**src/rtl/wfod_pkg.sv**
```systemverilog
// Shared types, register indexes and fixed-point helpers for the wheel odometry decoder.
// Used by every module of the block except wfod_fifo; depends on nothing.
package wfod_pkg;

	// Request kinds on the input channel
	localparam logic [1:0] REQ_FRAME = 2'd0;
	localparam logic [1:0] REQ_TICK  = 2'd1;
	localparam logic [1:0] REQ_REARM = 2'd2;

	// Result status codes
	localparam logic [2:0] ST_IGNORED   = 3'd0;
	localparam logic [2:0] ST_VEL_SET   = 3'd1;
	localparam logic [2:0] ST_POS_REF   = 3'd2;
	localparam logic [2:0] ST_POS_MOVED = 3'd3;
	localparam logic [2:0] ST_TICK      = 3'd4;
	localparam logic [2:0] ST_REARMED   = 3'd5;

	// Configuration register indexes
	localparam logic [2:0] REG_WHEEL0_ID     = 3'd0;
	localparam logic [2:0] REG_WHEEL1_ID     = 3'd1;
	localparam logic [2:0] REG_WHEEL0_VSCALE = 3'd2;
	localparam logic [2:0] REG_WHEEL1_VSCALE = 3'd3;
	localparam logic [2:0] REG_WHEEL0_PSCALE = 3'd4;
	localparam logic [2:0] REG_WHEEL1_PSCALE = 3'd5;
	localparam logic [2:0] REG_TIMEOUT       = 3'd6;

	// Frame decode constants
	localparam logic [20:0] KIND_SPEED = 21'd9;
	localparam logic [20:0] KIND_TACHO = 21'd27;
	localparam logic [3:0]  DLC_FULL   = 4'd8;

	// Fixed point: Q8.24 scales, results with FRAC_BITS fraction bits
	localparam int SCALE_FRAC = 24;
	localparam int FRAC_BITS  = 16;
	localparam int RND_SHIFT  = SCALE_FRAC - FRAC_BITS;
	localparam logic signed [63:0] RND_HALF = (64'sd1 <<< RND_SHIFT) >>> 1;
	localparam logic signed [65:0] SAT_MAX = 66'sh7FFF_FFFF_FFFF;
	localparam logic signed [65:0] SAT_MIN = -66'sh8000_0000_0000;

	// Defaults for top-level parameters
	localparam int AGE_BITS_DEF  = 16;
	localparam int MID_DEPTH_DEF = 2;
	localparam int OUT_DEPTH_DEF = 4;

	typedef enum logic [2:0] {
		OP_IGNORE,
		OP_TICK,
		OP_REARM,
		OP_SPEED,
		OP_TACHO
	} op_t;

	typedef struct packed {
		logic [1:0]  req_type;
		logic [28:0] frame_identifier;
		logic        extended_flag;
		logic        remote_flag;
		logic        error_flag;
		logic [3:0]  data_length;
		logic [31:0] data_word;
	} in_item_t;

	typedef struct packed {
		logic [2:0]         status;
		logic               wheel_index;
		logic signed [47:0] velocity;
		logic signed [47:0] position;
		logic               all_fresh;
	} out_item_t;

	// Classified operation handed from front to back
	typedef struct packed {
		op_t         op;
		logic [1:0]  hit;
		logic [31:0] word;
	} mid_op_t;

	typedef struct packed {
		logic [1:0][7:0]  wheel_id;
		logic [1:0][31:0] vel_scale;
		logic [1:0][31:0] pos_scale;
		logic [15:0]      timeout;
	} cfg_t;

	// Clamp to the signed 48-bit range
	function automatic logic signed [47:0] sat48(input logic signed [65:0] v);
		logic signed [47:0] r;
		if (v > SAT_MAX) begin
			r = SAT_MAX[47:0];
		end else if (v < SAT_MIN) begin
			r = SAT_MIN[47:0];
		end else begin
			r = v[47:0];
		end
		return r;
	endfunction

endpackage

```
**src/rtl/wfod_front.sv**
```systemverilog
// Request classifier: checks frame format, matches wheel ids and decodes the report kind.
// Depends on wfod_pkg.
module wfod_front (
	input  wfod_pkg::in_item_t request,
	input  wfod_pkg::cfg_t     cfg,
	output wfod_pkg::mid_op_t  op
);

	logic        frame_ok;
	logic [7:0]  ctrl_id;
	logic [20:0] kind;
	logic [1:0]  hit;

	assign ctrl_id  = request.frame_identifier[7:0];
	assign kind     = request.frame_identifier[28:8];
	assign frame_ok = request.extended_flag && !request.remote_flag
		&& !request.error_flag && (request.data_length == wfod_pkg::DLC_FULL);

	// Match the controller id against both wheels
	always_comb begin
		for (int i = 0; i < 2; i++) begin
			hit[i] = (cfg.wheel_id[i] == ctrl_id);
		end
	end

	// Classify the request
	always_comb begin
		op.hit  = hit;
		op.word = request.data_word;
		op.op   = wfod_pkg::OP_IGNORE;
		case (request.req_type)
			wfod_pkg::REQ_TICK:  op.op = wfod_pkg::OP_TICK;
			wfod_pkg::REQ_REARM: op.op = wfod_pkg::OP_REARM;
			wfod_pkg::REQ_FRAME: begin
				if (frame_ok && (hit != 2'b00)) begin
					if (kind == wfod_pkg::KIND_SPEED) begin
						op.op = wfod_pkg::OP_SPEED;
					end else if (kind == wfod_pkg::KIND_TACHO) begin
						op.op = wfod_pkg::OP_TACHO;
					end
				end
			end
			default: op.op = wfod_pkg::OP_IGNORE;
		endcase
	end

endmodule

```
**config.mk**
```make
export PLATFORM = sky130hd
export DESIGN_NAME = wfod_front
export DESIGN_NICKNAME = d
export VERILOG_FILES = /design/src/rtl/wfod_pkg.sv /design/src/rtl/wfod_front.sv
export SDC_FILE = /design/constraint.sdc
export NUM_CORES = 1
export LEC_CHECK = 0
export BUFFER_PORTS_ARGS = -buffer_cell sky130_fd_sc_hd__buf_2
export CAP_MARGIN = 20
export CORE_AREA = 10 10 94 96
export DETAILED_ROUTE_END_ITERATION = 8
export DIE_AREA = 0 0 104 106
export GPL_ROUTABILITY_DRIVEN = 0
export PLACE_DENSITY_LB_ADDON = 0.25
export SLEW_MARGIN = 5
export SYNTH_ARGS = -nofsm -noshare
export SYNTH_HDL_FRONTEND = slang
export SYNTH_SLANG_ARGS = --single-unit
export TNS_END_PERCENT = 30
```
**constraint.sdc**
```tcl
create_clock -name vclk -period 2.75
set_input_delay 0.4125 -clock vclk [all_inputs]
set_output_delay 0.4125 -clock vclk [all_outputs]
set_load 0.03 [all_outputs]
```
# Word level (Yosys, flattened, before mapping)
# Index checks and enable logic that the tools add are counted.
# word_totals
word_cells	19
out_inout_bits	37
ff_bits	0
in_bits	230
# classes
n_reduce_logical	8
eq_ne	7
muxes	4
# ops
operator	n
21-bit by 4-bit equality test with 1-bit output, second input constant	1
21-bit by 5-bit equality test with 1-bit output, second input constant	1
8-bit equality test	2
3-bit 2-to-1 mux	3
3-bit one-hot mux with 3 select lines	1
4-bit equality test, second input constant	1
1-bit logical AND	4
2-bit by 1-bit equality test with 1-bit output, second input constant	1
2-bit equality test, second input constant	1
1-bit logical NOT	2
2-bit logical NOT	1
2-bit nonzero test	1

# Logic depth before layout (Yosys ltp)
# depth
word_depth	7
mapped_depth	5

# Worst setup path before layout
# OpenSTA, ideal clock, no wires.
# synth_path
kind	input port to output port
startpoint	input port cfg[150] (netlist bit)
endpoint	output port op[34] (netlist bit)
arrival_time_ns	1.635
required_time_ns	2.338
path_buffers	0
path_slack_ns	0.703
path_stages	5
cell_sequence	xnor2_1 > nand4_1 > nor2_1 > o211ai_1 > o21ai_1
# synth_rtl
element	line	rtl
start, declared	wfod_front.sv:5	input wfod_pkg::cfg_t cfg,
end, declared	wfod_front.sv:6	output wfod_pkg::mid_op_t op

==> results.json <==
{
  "status": "completed",
  "drv_slew": 0,
  "slew_headroom_pct": 73.8,
  "drv_cap": 0,
  "finalSetupTns_ps": 0,
  "dp.cells": 198,
  "port_buffers": 59,
  "rows": 31,
  "chipWidth_um": 104,
  "ir_drop_uv": 22.8,
  "ys_seq_area_share_pct": 0,
  "worst_slew_pin_slew_ps": 390,
  "first_pass_iters": 2,
  "leakage_nw": 0.316,
  "rsz0062_at_grt": "no",
  "ant_nets": 0,
  "dieArea_um2": 11000,
  "synth_cells": 71,
  "yosys.area.top_type": "buf_4",
  "syn_to_final_growth_pct": 34.7,
  "crit_arrival_ps": 1820,
  "syn_area_um2": 537,
  "antenna_found_initial": 0,
  "grt_busiest_layer": "met1",
  "fin_nets": 331,
  "avgSynthCellArea_um2": 7.56,
  "drc_errors": 0,
  "postCtsHoldBufs": 0,
  "met1_usage_pct": 7.90,
  "hp-class": "input pin to output pin",
  "antenna_cells": 0,
  "fmax_mhz": 448,
  "post_cts_buffers": 0,
  "period_minus_slack_ps": 2230,
  "design.seq.count": 0,
  "avgRoutedWirePerCell_um": 15.4,
  "hold_viol": 0,
  "final-instance-count-excl-fill": 198,
  "drt-total-wl_mm": 3.06,
  "synth_area_leaders": "buf_4, xnor2_1, nand4_1, nor4b_2, nor4_1",
  "die_h_um": 106,
  "vias": 565,
  "met3_usage_pct": 2.54,
  "setup_viol": 0,
  "first_iter_violations": 3,
  "cts_resized": 0,
  "start_kind": "input pin",
  "grt_start_max_net_pins": 4,
  "worstPathRequired_ps": 2340,
  "use_met2_pct": 6.16,
  "power_density_nw_per_um2": 116,
  "io_pins": 267,
  "core_area_um2": 7060,
  "grt_use_total_pct": 5.23,
  "yosys.area.top_type_share_pct": 44.8,
  "vias_per_cell": 2.85,
  "fillers": 871,
  "gr-total-overflow": 0,
  "yosysUniqueCellTypes": 13,
  "critPathCaptureType": "output pin",
  "start_util_pct": 7.60,
  "final_layout_size_suffix_gt1_share_pct": 63.6,
  "yosys_warnings": 0,
  "synthesis.nets": 301,
  "grt_pass1_vias": 739,
  "min_period_over_period_pct": 81.2,
  "fin_util_pct": 10.2,
  "seq_area_um2": 0,
  "crit_type": "input pin to output pin",
  "nClkBuffers": 0,
  "grt_first_pass_wirelength_mm": 4.38,
  "cp_max_fo": 2
}
==> final cells by class <==
type / count / area [um^2] / area share, %
well taps: 99 / 124 / 17.1
inverters: 2 / 7.51 / 1.04
multi-input cells: 37 / 289 / 40.0
repair buffers: 60 / 303 / 41.9
==> cells in the mapped netlist (all sizes together) <==
library cell and number:
nand3 1, o21ai 2, nand4 5, buf 32, o2111a 1, nor4 3, inv 2, xnor2 16
o211ai 1, nor4b 4, nor2 4
==> placed cells by master, fill, tap and decap left out <==
| cell | netlist | layout |
|---|---|---|
| o211ai_1 | 1 | 1 |
| nor4b_2 | 2 | 2 |
| buf_4 | 32 | 1 |
| buf_2 | 0 | 59 |
| nand3_1 | 1 | 1 |
| nor4_1 | 3 | 3 |
| xnor2_1 | 16 | 16 |
| nor2_1 | 3 | 3 |
| nand4_1 | 5 | 5 |
| o2111a_1 | 1 | 1 |
| inv_1 | 2 | 2 |
| nor2_2 | 1 | 1 |
| nor4b_1 | 2 | 2 |
| o21ai_1 | 2 | 2 |
==> worst max-delay path, stage by stage <==
cell,delay (ps)
buf_2,90
nor4_1,390
buf_4,190
nand3_1,100
nor2_1,160
o211ai_1,150
o21ai_1,110
buf_2,210
==> metrics by stage <==
stage / total power (W) / hold slack (ps) / instance area, um^2 / setup slack, ps
detailed placement: 0.0000863 / 825 / 723 / 372
global placement: 0.0000859 / 825 / 723 / 306
global route: 0.0000945 / 825 / 723 / 235
floorplan: 0.000118 / 957 / 537 / 703
finish: 0.0000839 / 825 / 723 / 518
CTS: 0.0000867 / 825 / 723 / 365
==> cells by family after synthesis <==
logic type,Yosys count,share of synthesized area (%)
AO/OA/AOI/OAI,4,5.36
buffers and inverters,34,46.2
XOR/XNOR,16,26.1
AND/OR/NAND/NOR,17,22.4
==> worst paths after layout <==
path | from | endpoint | slack [ps] | cells after the start
min | request[1] | op[1] | 830 | 0
max | request[66] | op[34] | 520 | 8
==> power breakdown <==
| part | switching (W) | internal (W) | leakage (nW) |
|---|---|---|---|
| combinational | 0.0000356 | 0.0000483 | 0.316 |
| clock | 0 | 0 | 0 |
| sequential | 0 | 0 | 0 |
| total | 0.0000356 | 0.0000483 | 0.316 |
==> layer usage <==
layer  vias up  wire (um)  part of all wire (%)
met2        66        973                    32
li1        268          -                     -
met3        12        446                    15
met4         0         47                   1.5
met5         -          0                     0
met1       219       1590                    52
No activity file was read; power rests on OpenSTA's default activity.
