File: src/rtl/wfod_fifo.sv
// Small synchronous queue on flip-flops with occupancy count.
// Generic; no package dependency.
module wfod_fifo #(
	parameter int WIDTH = 8,
	parameter int DEPTH = 2
) (
	input  logic                       clk,
	input  logic                       arst_n,
	input  logic                       push,
	input  logic [WIDTH-1:0]           wdata,
	output logic                       full,
	input  logic                       pop,
	output logic [WIDTH-1:0]           rdata,
	output logic                       empty,
	output logic [$clog2(DEPTH+1)-1:0] count
);

	localparam int PW = (DEPTH > 1) ? $clog2(DEPTH) : 1;
	localparam int CW = $clog2(DEPTH + 1);

	logic [WIDTH-1:0] mem_q [DEPTH];
	logic [PW-1:0]    wptr_q;
	logic [PW-1:0]    rptr_q;
	logic [CW-1:0]    count_q;
	logic             do_push;
	logic             do_pop;

	assign full    = (count_q == CW'(DEPTH));
	assign empty   = (count_q == '0);
	assign count   = count_q;
	assign rdata   = mem_q[rptr_q];
	assign do_push = push && !full;
	assign do_pop  = pop && !empty;

	// Store written entry
	always_ff @(posedge clk) begin
		if (do_push) begin
			mem_q[wptr_q] <= wdata;
		end
	end

	// Advance pointers and count
	always_ff @(posedge clk or negedge arst_n) begin
		if (!arst_n) begin
			wptr_q  <= '0;
			rptr_q  <= '0;
			count_q <= '0;
		end else begin
			if (do_push) begin
				wptr_q <= (wptr_q == PW'(DEPTH - 1)) ? '0 : wptr_q + 1'b1;
			end
			if (do_pop) begin
				rptr_q <= (rptr_q == PW'(DEPTH - 1)) ? '0 : rptr_q + 1'b1;
			end
			if (do_push && !do_pop) begin
				count_q <= count_q + 1'b1;
			end else if (do_pop && !do_push) begin
				count_q <= count_q - 1'b1;
			end
		end
	end

endmodule

File: config.mk
export PLATFORM = sky130hd
export DESIGN_NAME = wfod_fifo
export DESIGN_NICKNAME = d
export VERILOG_FILES = /design/src/rtl/wfod_fifo.sv
export SDC_FILE = /design/constraint.sdc
export NUM_CORES = 1
export LEC_CHECK = 0
export BUFFER_PORTS_ARGS = -buffer_cell sky130_fd_sc_hd__buf_2
export CORE_ASPECT_RATIO = 1.1
export CORE_MARGIN = 2
export CORE_UTILIZATION = 45
export DETAILED_ROUTE_END_ITERATION = 10
export PLACE_DENSITY_LB_ADDON = 0.12
export SETUP_SLACK_MARGIN = 0.1
export SYNTH_ARGS = -nofsm -noshare
export SYNTH_HDL_FRONTEND = slang
export SYNTH_SLANG_ARGS = --single-unit
File: constraint.sdc
create_clock -name clk -period 4.6 [get_ports clk]
set_clock_uncertainty 0.05 [all_clocks]
set_input_delay 0.23 -clock clk [delete_from_list [all_inputs] [get_ports clk]]
set_output_delay 0.23 -clock clk [all_outputs]
set_load 0.1 [all_outputs]
# == Yosys cells after proc, flatten, opt, wreduce, memory -nomap -nowiden ==
# Memories as Yosys holds them, arrays and structs flattened.
# Cells that the tools add are included.
# totals
input_bits,12
register_bits,4
word_cells,25
out_inout_bits,12
n_memories,1
mem_bits_rw,16
# op_classes
n_mux,6
add_sub_neg,4
n_eq_ne,1
n_reduce_logical,10
# mem_list
name,depth,word_bits,rd,rd_ports_with_merged_regs,wr,line_no,source
mem_q,2,8,1,0,1,21,logic [WIDTH-1:0] mem_q [DEPTH];
# op_table
operator,count
$logic_and A1 B1 Y1,4
$logic_not A1 Y1,4
$mux W1,4
$mux W2,2
$add A1 B1 Y1 const B,2
$add A2 B1 Y2 const B,1
$eq A2 B2 Y1 const B,1
$logic_not A2 Y1,1
$reduce_bool A2 Y1,1
$sub A2 B1 Y2 const B,1

# == Depth between registers and ports, before layout ==
# Gate-level depths: netlist of the first run.
# depth
word_depth,7
ltp_mapped,7
ltp_nobuf,7

# == Worst setup path before layout of the first run ==
# OpenSTA, ideal clock, no wires.
# synth_timing
path_type,register to output
from,"reg count_q[0], in the netlist count[0]"
to,out empty
path_buffers,0
path_stages_with_launch,2
arrival_ns,2.203
setup_slack_ns,2.117
cell_sequence,dfrtp_1 -> nor2_1
# synth_between
elab_chain_len,1
# synth_lines
item,line_no,source
"start, declared",24,logic [CW-1:0] count_q;
"start signal, assigned",56,count_q <= count_q + 1'b1;
"start signal, assigned",58,count_q <= count_q - 1'b1;
$logic_not A2 Y1,29,assign empty = (count_q == '0);
"end, declared",14,"output logic empty,"
# No other way between the ends.

# == Worst setup path after layout of the first run ==
# layout_timing
from,reg rptr_q
to,out rdata[2]
# layout_between
elab_chain_len,1
# layout_lines
item,line_no,source
"start, declared",23,logic [PW-1:0] rptr_q;
"start signal, assigned",53,rptr_q <= (rptr_q == PW'(DEPTH - 1)) ? '0 : rptr_q + 1'b1;
$mem_v2 Z2 W8,-,
"end, declared",13,"output logic [WIDTH-1:0] rdata,"
# No other way between the ends.

==> summary.md, run 1 <==
| Metric | Value |
|---|---|
| Status | `finished, final reports clean` |
| Max Freq | `about 550 MHz` |
| CP Cell Sequence | `mux2_2, buf_2` |
| Clk buf depth | `2` |
| Most frequent cell after synthesis | `edfxtp_1` |
| Leading area contributor after synthesis | `edfxtp_1` |
| GP Congestion | `~0.66` |
| Critical-path top delay cell | `dfrtp_1` |
| CP required | `approximately 4.3 ns` |
| Htree depth | `1` |
| Crit-path max cell delay | `0.59 ns` |
| Worst-case reg-to-reg path depth | `3` |
| Slew Viols, Final | `0` |
| Min-delay src | `wdata[4]` |
| WL/cell | `12.6 um` |
| Hpwl dp | `822 um` |
| Fillers | `between 100 and 150` |
| Endpoints failing hold | `0` |
| Commonest cells post-synth | `16 x edfxtp_1, 6 x mux2_1, 4 x dfrtp_1` |
| Synth Area in Adders | `about 1.6%` |
| Final wirelength | `~1.1 mm` |
| Crit-path max FO | `9` |
| Crit start category | `register` |
| Post-route minimum period | `between 1.5 and 2 ns` |
| Critical Path AT | `between 1.5 and 2 ns` |
| CTS Root Cell | `clkbuf_4` |
| I/O pin cnt | `24` |
| Worst-path clk slew | `approximately 0.10 ns` |
| Reg-to-reg endpoint | `mem_q[0][2]` |
| Slew @ Worst Pin | `between 0.6 and 0.7 ns` |
| Syn Nets | `57` |
| Fraction of layout cells with a size suffix above 1 | `42.3%` |
| Area delta synth->final | `21.4%` |
| Final setup viols | `0` |
| Setup tns final | `0 ns` |
| Inserted Diodes | `0` |
| Syn avg cell area | `around 18 sq um` |
| FP Rows | `15` |
| DRC | `0` |
| Post-CTS Setup Repair Bufs | `0` |
| DRT antenna net count | `0` |
| Final Cell Area | `between 900 and 1000 sq um` |
| Initial core utilization | `between 40 and 50%` |
| Post-synth EDFFs | `16` |
| RSZ-0062 raised after global routing | `false` |
| Worst r2r src | `count[0]` |
| WHS Path Cells | `1` |
| Dpl cell area | `between 900 and 1000 sq um` |
| Largest net degree at the start of global routing | `12` |
| # resized after CTS | `0` |
| Critical path class | `register to output pin` |
| Worst path bufs/invs | `1` |
| Hold Path End | `mem_q[0][4]` |
| Max_slew headroom | `roughly 56%` |
| Port buffer count | `23` |
| Post-synth top area share | `around three fifths` |
| CTS sink count | `20` |
| Synthesized instance count | `between 40 and 50` |
| Max-cap violation count | `0` |
| Die W | `about 44 um` |
| Vias/cell | `~5` |
| DR pass1 iterations | `3` |
| R2r setup slk | `2.95 ns` |
| Num CTS Buffers | `3` |
| Antenna violations before repair | `0` |
| Yosys reg bits | `20` |
| Seq/Total Area, Yosys | `about three quarters` |
| Synth Warn # | `0` |
| First-pass GRT wire length | `about 1.8 mm` |
| Synth cell types | `15` |
| Period utilization | `39.7%` |
| Die ar. | `~2100 sq um` |
| Synth Area in Compound Gates | `less than 1%` |
| Die span in y | `47.7 um` |
| Largest family of logic cells by synthesized area | `multiplexers` |
| Vias | `430` |
| Multiplexer area fraction after synthesis | `11.5%` |
| CTS tree | `yes` |
| Tot GR Track Use | `approximately an eighth` |
| Xor/xnor share of the synthesized area | `under 10%` |
| CP Capture Type | `output pin` |
| Synth area leaders | `edfxtp_1 61%, dfrtp_1 13%, mux2_1 8.6%` |
| Vias in the first global route | `slightly above 400` |
| CP delay by family, top | `flip-flops` |
| Area of the mapped netlist | `roughly 780 sq um` |
| Number of DRC markers in iteration 0 | `6` |
| Global route overflow | `0` |
| Simple-gate share of the synthesized area | `around 3.8%` |
| Share of flip-flops with an asynchronous set or reset | `around 20%` |
| Hold WC Path Type | `input pin to register` |
| Core ar. | `1600 sq um` |
| Final nets | `85` |
| Main synth FF type | `edfxtp_1` |
| Clk_lat worst skew | `roughly 0.28 ns` |
cell families (layout without fill, tap and decap cells):
kind of cell | after synthesis | count (layout)
xor gates and xnor gates | 5 | 5
AOI/OAI and AO/OA | 1 | 1
and+or+nand+nor | 6 | 6
adders and majority gates | 1 | 1
DFF | 20 | 20
muxes | 8 | 8
buffers and inverters | 3 | 30
repair_timing:
item / 4_1_cts / 5_1_grt
hold buffers: 1 / 0
endpoints found under the hold margin: 4 / 0
endpoints found under the setup margin: 0 / 0
how the worst max path moves through the flow:
| stage | start | end | slack (ns) | cells after the start |
|---|---|---|---|---|
| after floorplan | count[0] | empty | 2.12 | 1 |
| after global placement | count[0] | mem_q[0][0] | 3.03 | 3 |
| after detailed placement | count[0] | mem_q[0][1] | 2.94 | 3 |
| after CTS | rptr_q | rdata[6] | 2.74 | 2 |
| after global routing | rptr_q | rdata[2] | 2.67 | 2 |
| final | rptr_q | rdata[2] | 2.77 | 2 |
metrics by stage:
stage	worst slack, ns	instances	utilization, %	hold slack (ns)
after global placement	3.03	83	57.3	-0.00707
after global routing	2.67	88	59.5	0.0478
after CTS	2.74	88	59.5	0.0629
final	2.77	88	59.5	0.0747
after floorplan	2.12	44	-	-0.116
after detailed placement	2.94	83	57.3	-0.00731
registers in the layout, summed over array words and instances, names as in the netlist:
| register | cells |
|---|---|
| wptr_q | 1 |
| count | 2 |
| rptr_q | 1 |
| mem_q | 16 |
cell type report:
| cell class | instances | area [sq um] | share of cell area [%] |
|---|---|---|---|
| inverters | 2 | 7.51 | 0.791 |
| multi-input cells | 21 | 189 | 19.9 |
| repair buffers | 24 | 125 | 13.2 |
| well taps | 17 | 21.3 | 2.24 |
| clock buffers | 4 | 26.3 | 2.77 |
| flip-flops and latches | 20 | 581 | 61.1 |
layer usage:
layer	global-route usage [%]	part of all wire (%)
met5	0	0
met4	5.45	0
met3	4.91	8.3
met2	20.9	47
met1	15.3	45
cell usage in the layout (no fill, tap or decap):
cell type and instances:
and3_1 1, buf_2 23, clkbuf_1 1, clkbuf_4 3, dfrtp_1 4, dlygate4sd3_1 1
edfxtp_1 16, ha_1 1, inv_1 2, mux2_1 6, mux2_2 2, nand2_2 1
nand2b_1 1, nor2_1 3, o21ai_1 1, xnor2_1 2, xnor2_2 1, xor2_1 2
Power of run 1 is not shown: default switching activity piles up to over one toggle a cycle in this logic, so the estimate is an artifact.
==> inputs of run 2 (changes only) <==
==> constraint.sdc (replaced) <==
create_clock -name clk -period 1.84 [get_ports clk]
set_clock_uncertainty 0.05 [all_clocks]
set_input_delay 0.092 -clock clk [delete_from_list [all_inputs] [get_ports clk]]
set_output_delay 0.092 -clock clk [all_outputs]
set_load 0.1 [all_outputs]
==> run 2 against run 1 <==
Against the previous run:
- critical path depth rose by 1
- cell area rose by 9.6%
- register-to-register slack got worse by 2.7 ns
- sequential share of layout area fell by 4.8 points
- utilization rose by 5.7 points
- highest routed layer is now met4
==> summary.md, run 2 (synthesized netlist as in run 1, its figures left out) <==
| Metric | Value |
|---|---|
| Clk buf depth | `2 (unchanged)` |
| Vias/cell | `4.90 (was 4.89)` |
| CTS Root Cell | `clkbuf_4 (unchanged)` |
| I/O pin cnt | `24 (unchanged)` |
| Port buffer count | `23 (unchanged)` |
| CP required | `1.70 ns (was 4.32 ns)` |
| CP delay by family, top | `flip-flops (unchanged)` |
| Clk_lat worst skew | `0.30 ns (was 0.28 ns)` |
| Max-cap violation count | `0 (unchanged)` |
| DR pass1 iterations | `4 (was 3)` |
| CTS tree | `yes (unchanged)` |
| Setup tns final | `0 ns (unchanged)` |
| DR top layer | `met4 (was met3)` |
| First-pass GRT wire length | `1.97 mm (was 1.81 mm)` |
| Hpwl dp | `828 um (was 822 um)` |
| Vias | `470 (was 430)` |
| Final wirelength | `1.26 mm (was 1.11 mm)` |
| Endpoints failing hold | `0 (unchanged)` |
| Initial core utilization | `49.0% (unchanged)` |
| Htree depth | `1 (unchanged)` |
| Place WS | `0.188 ns (was 2.94 ns)` |
| Crit-path max FO | `6 (was 9)` |
| Fraction of layout cells with a size suffix above 1 | `44.3% (was 42.3%)` |
| Die W | `43.7 um (unchanged)` |
| Met3 WL | `76 um (was 92 um)` |
| Post-route minimum period | `1.65 ns` |
| Slew @ Worst Pin | `0.485 ns (was 0.661 ns)` |
| Setup ws final | `0.194 ns (was 2.77 ns)` |
| FP Rows | `15 (unchanged)` |
| CP Cell Sequence | `nand2b_1, inv_1, buf_2 (was mux2_2, buf_2)` |
| Met2 routed WL | `599 um (was 516 um)` |
| DRT antenna net count | `0 (unchanged)` |
| Most frequent cells in the layout | `23 x buf_2, 16 x edfxtp_1, 9 x dlygate4sd3_1 (was 23 x buf_2, 16 x edfxtp_1, 6 x mux2_1)` |
| Final setup viols | `0 (unchanged)` |
| Max_slew headroom | `67.9% (was 55.8%)` |
| Vias in the first global route | `496 (was 406)` |
| Crit-path max cell delay | `0.53 ns (was 0.59 ns)` |
| Num CTS Buffers | `3 (unchanged)` |
| Slew Viols, Final | `0 (unchanged)` |
| Final nets | `93 (was 85)` |
| Hold WC Path Type | `input pin to register (unchanged)` |
| Area delta synth->final | `33.1% (was 21.4%)` |
| Max FFs per register | `16 (unchanged)` |
| Largest net degree at the start of global routing | `12 (unchanged)` |
| CP Capture Type | `output pin (unchanged)` |
| DRC | `0 (unchanged)` |
| Global route overflow | `0 (unchanged)` |
| Die ar. | `2090 sq um (unchanged)` |
| Max Freq | `607 MHz` |
| Inserted Diodes | `0 (unchanged)` |
| Period utilization | `89.5%` |
| RSZ-0062 raised after global routing | `false (unchanged)` |
| Critical Path AT | `1.50 ns (was 1.55 ns)` |
| Antenna violations before repair | `0 (unchanged)` |
| GP Congestion | `0.708 (was 0.665)` |
| Worst-path clk slew | `0.10 ns (about the same)` |
| Final non-filler cell total | `96 (was 88)` |
| Critical path class | `register to output pin (unchanged)` |
| Crit start category | `register (unchanged)` |
| Status | `finished, final reports clean (unchanged)` |
| Inst Count DP | `83 (unchanged)` |
| Worst path bufs/invs | `2 (was 1)` |
| Number of DRC markers in iteration 0 | `8 (was 6)` |
| Critical-path top delay cell | `dfrtp_4 (was dfrtp_1)` |
| Top reg by flops | `mem_q (unchanged)` |
| WL/cell | `13.1 um (was 12.6 um)` |
| Commonest non-fill, non-tap cell in the layout | `buf_2 (unchanged)` |
| CTS sink count | `20 (unchanged)` |
| Core ar. | `1600 sq um (unchanged)` |
| Routed length on met1 | `537 um (was 498 um)` |
| Die span in y | `47.7 um (unchanged)` |
| Tot GR Track Use | `14.2% (was 12.7%)` |
## run 2: final cells by class
| class | count | area [sq um] |
|---|---|---|
| clock buffers | 4 | 26.3 |
| repair buffers | 32 | 205 |
| multi-input cells | 21 | 194 |
| flip-flops and latches | 20 | 587 |
| fillers | 109 | 554 |
| well taps | 17 | 21.3 |
| inverters | 2 | 7.51 |
## run 2: path summary, 6_finish.rpt
path | from | to | slack (ns) | depth (start not counted)
max | count[0] | full | 0.19 | 3
min | push | wptr_q | 0.04 | 3
max reg2reg | count[0] | count[1] | 0.23 | 6
min reg2reg | count[1] | count[1] | 0.48 | 1
max in group asynchronous | arst_n | count[0] | 1.54 | 2
min in group asynchronous | arst_n | rptr_q | 0.07 | 2
## run 2: layer usage
layer | vias to the layer above | track usage [%]
met5 | - | 0
met4 | 0 | 10.9
met3 | 6 | 3.40
met2 | 22 | 25.6
met1 | 216 | 14.4
li1 | 226 | -
## run 2: per-stage QoR
stage	utilization, %	hold WS (ns)	cell area, sq um
after global routing	65.3	0.0410	1040
after global placement	57.7	-0.146	921
after CTS	65.0	0.0233	1040
after floorplan	-	-0.254	790
after detailed placement	57.7	-0.149	921
final	65.3	0.0360	1040
## run 2: worst register-to-register path: stages (launching register included)
cell and delay, ns:
dfrtp_4 0.53, nand2b_1 0.20, nand2_2 0.13, inv_1 0.05
ha_1 0.30, nor2_1 0.13, xor2_1 0.15
## run 2: repair_timing
item / CTS / global route
setup endpoints to repair: 0 / 15
buffers inserted: 0 / 0
endpoints found under the hold margin: 20 / 0
hold buffers: 9 / 0
gates resized for setup: 0 / 2
Power of run 2 is left out for the same reason.
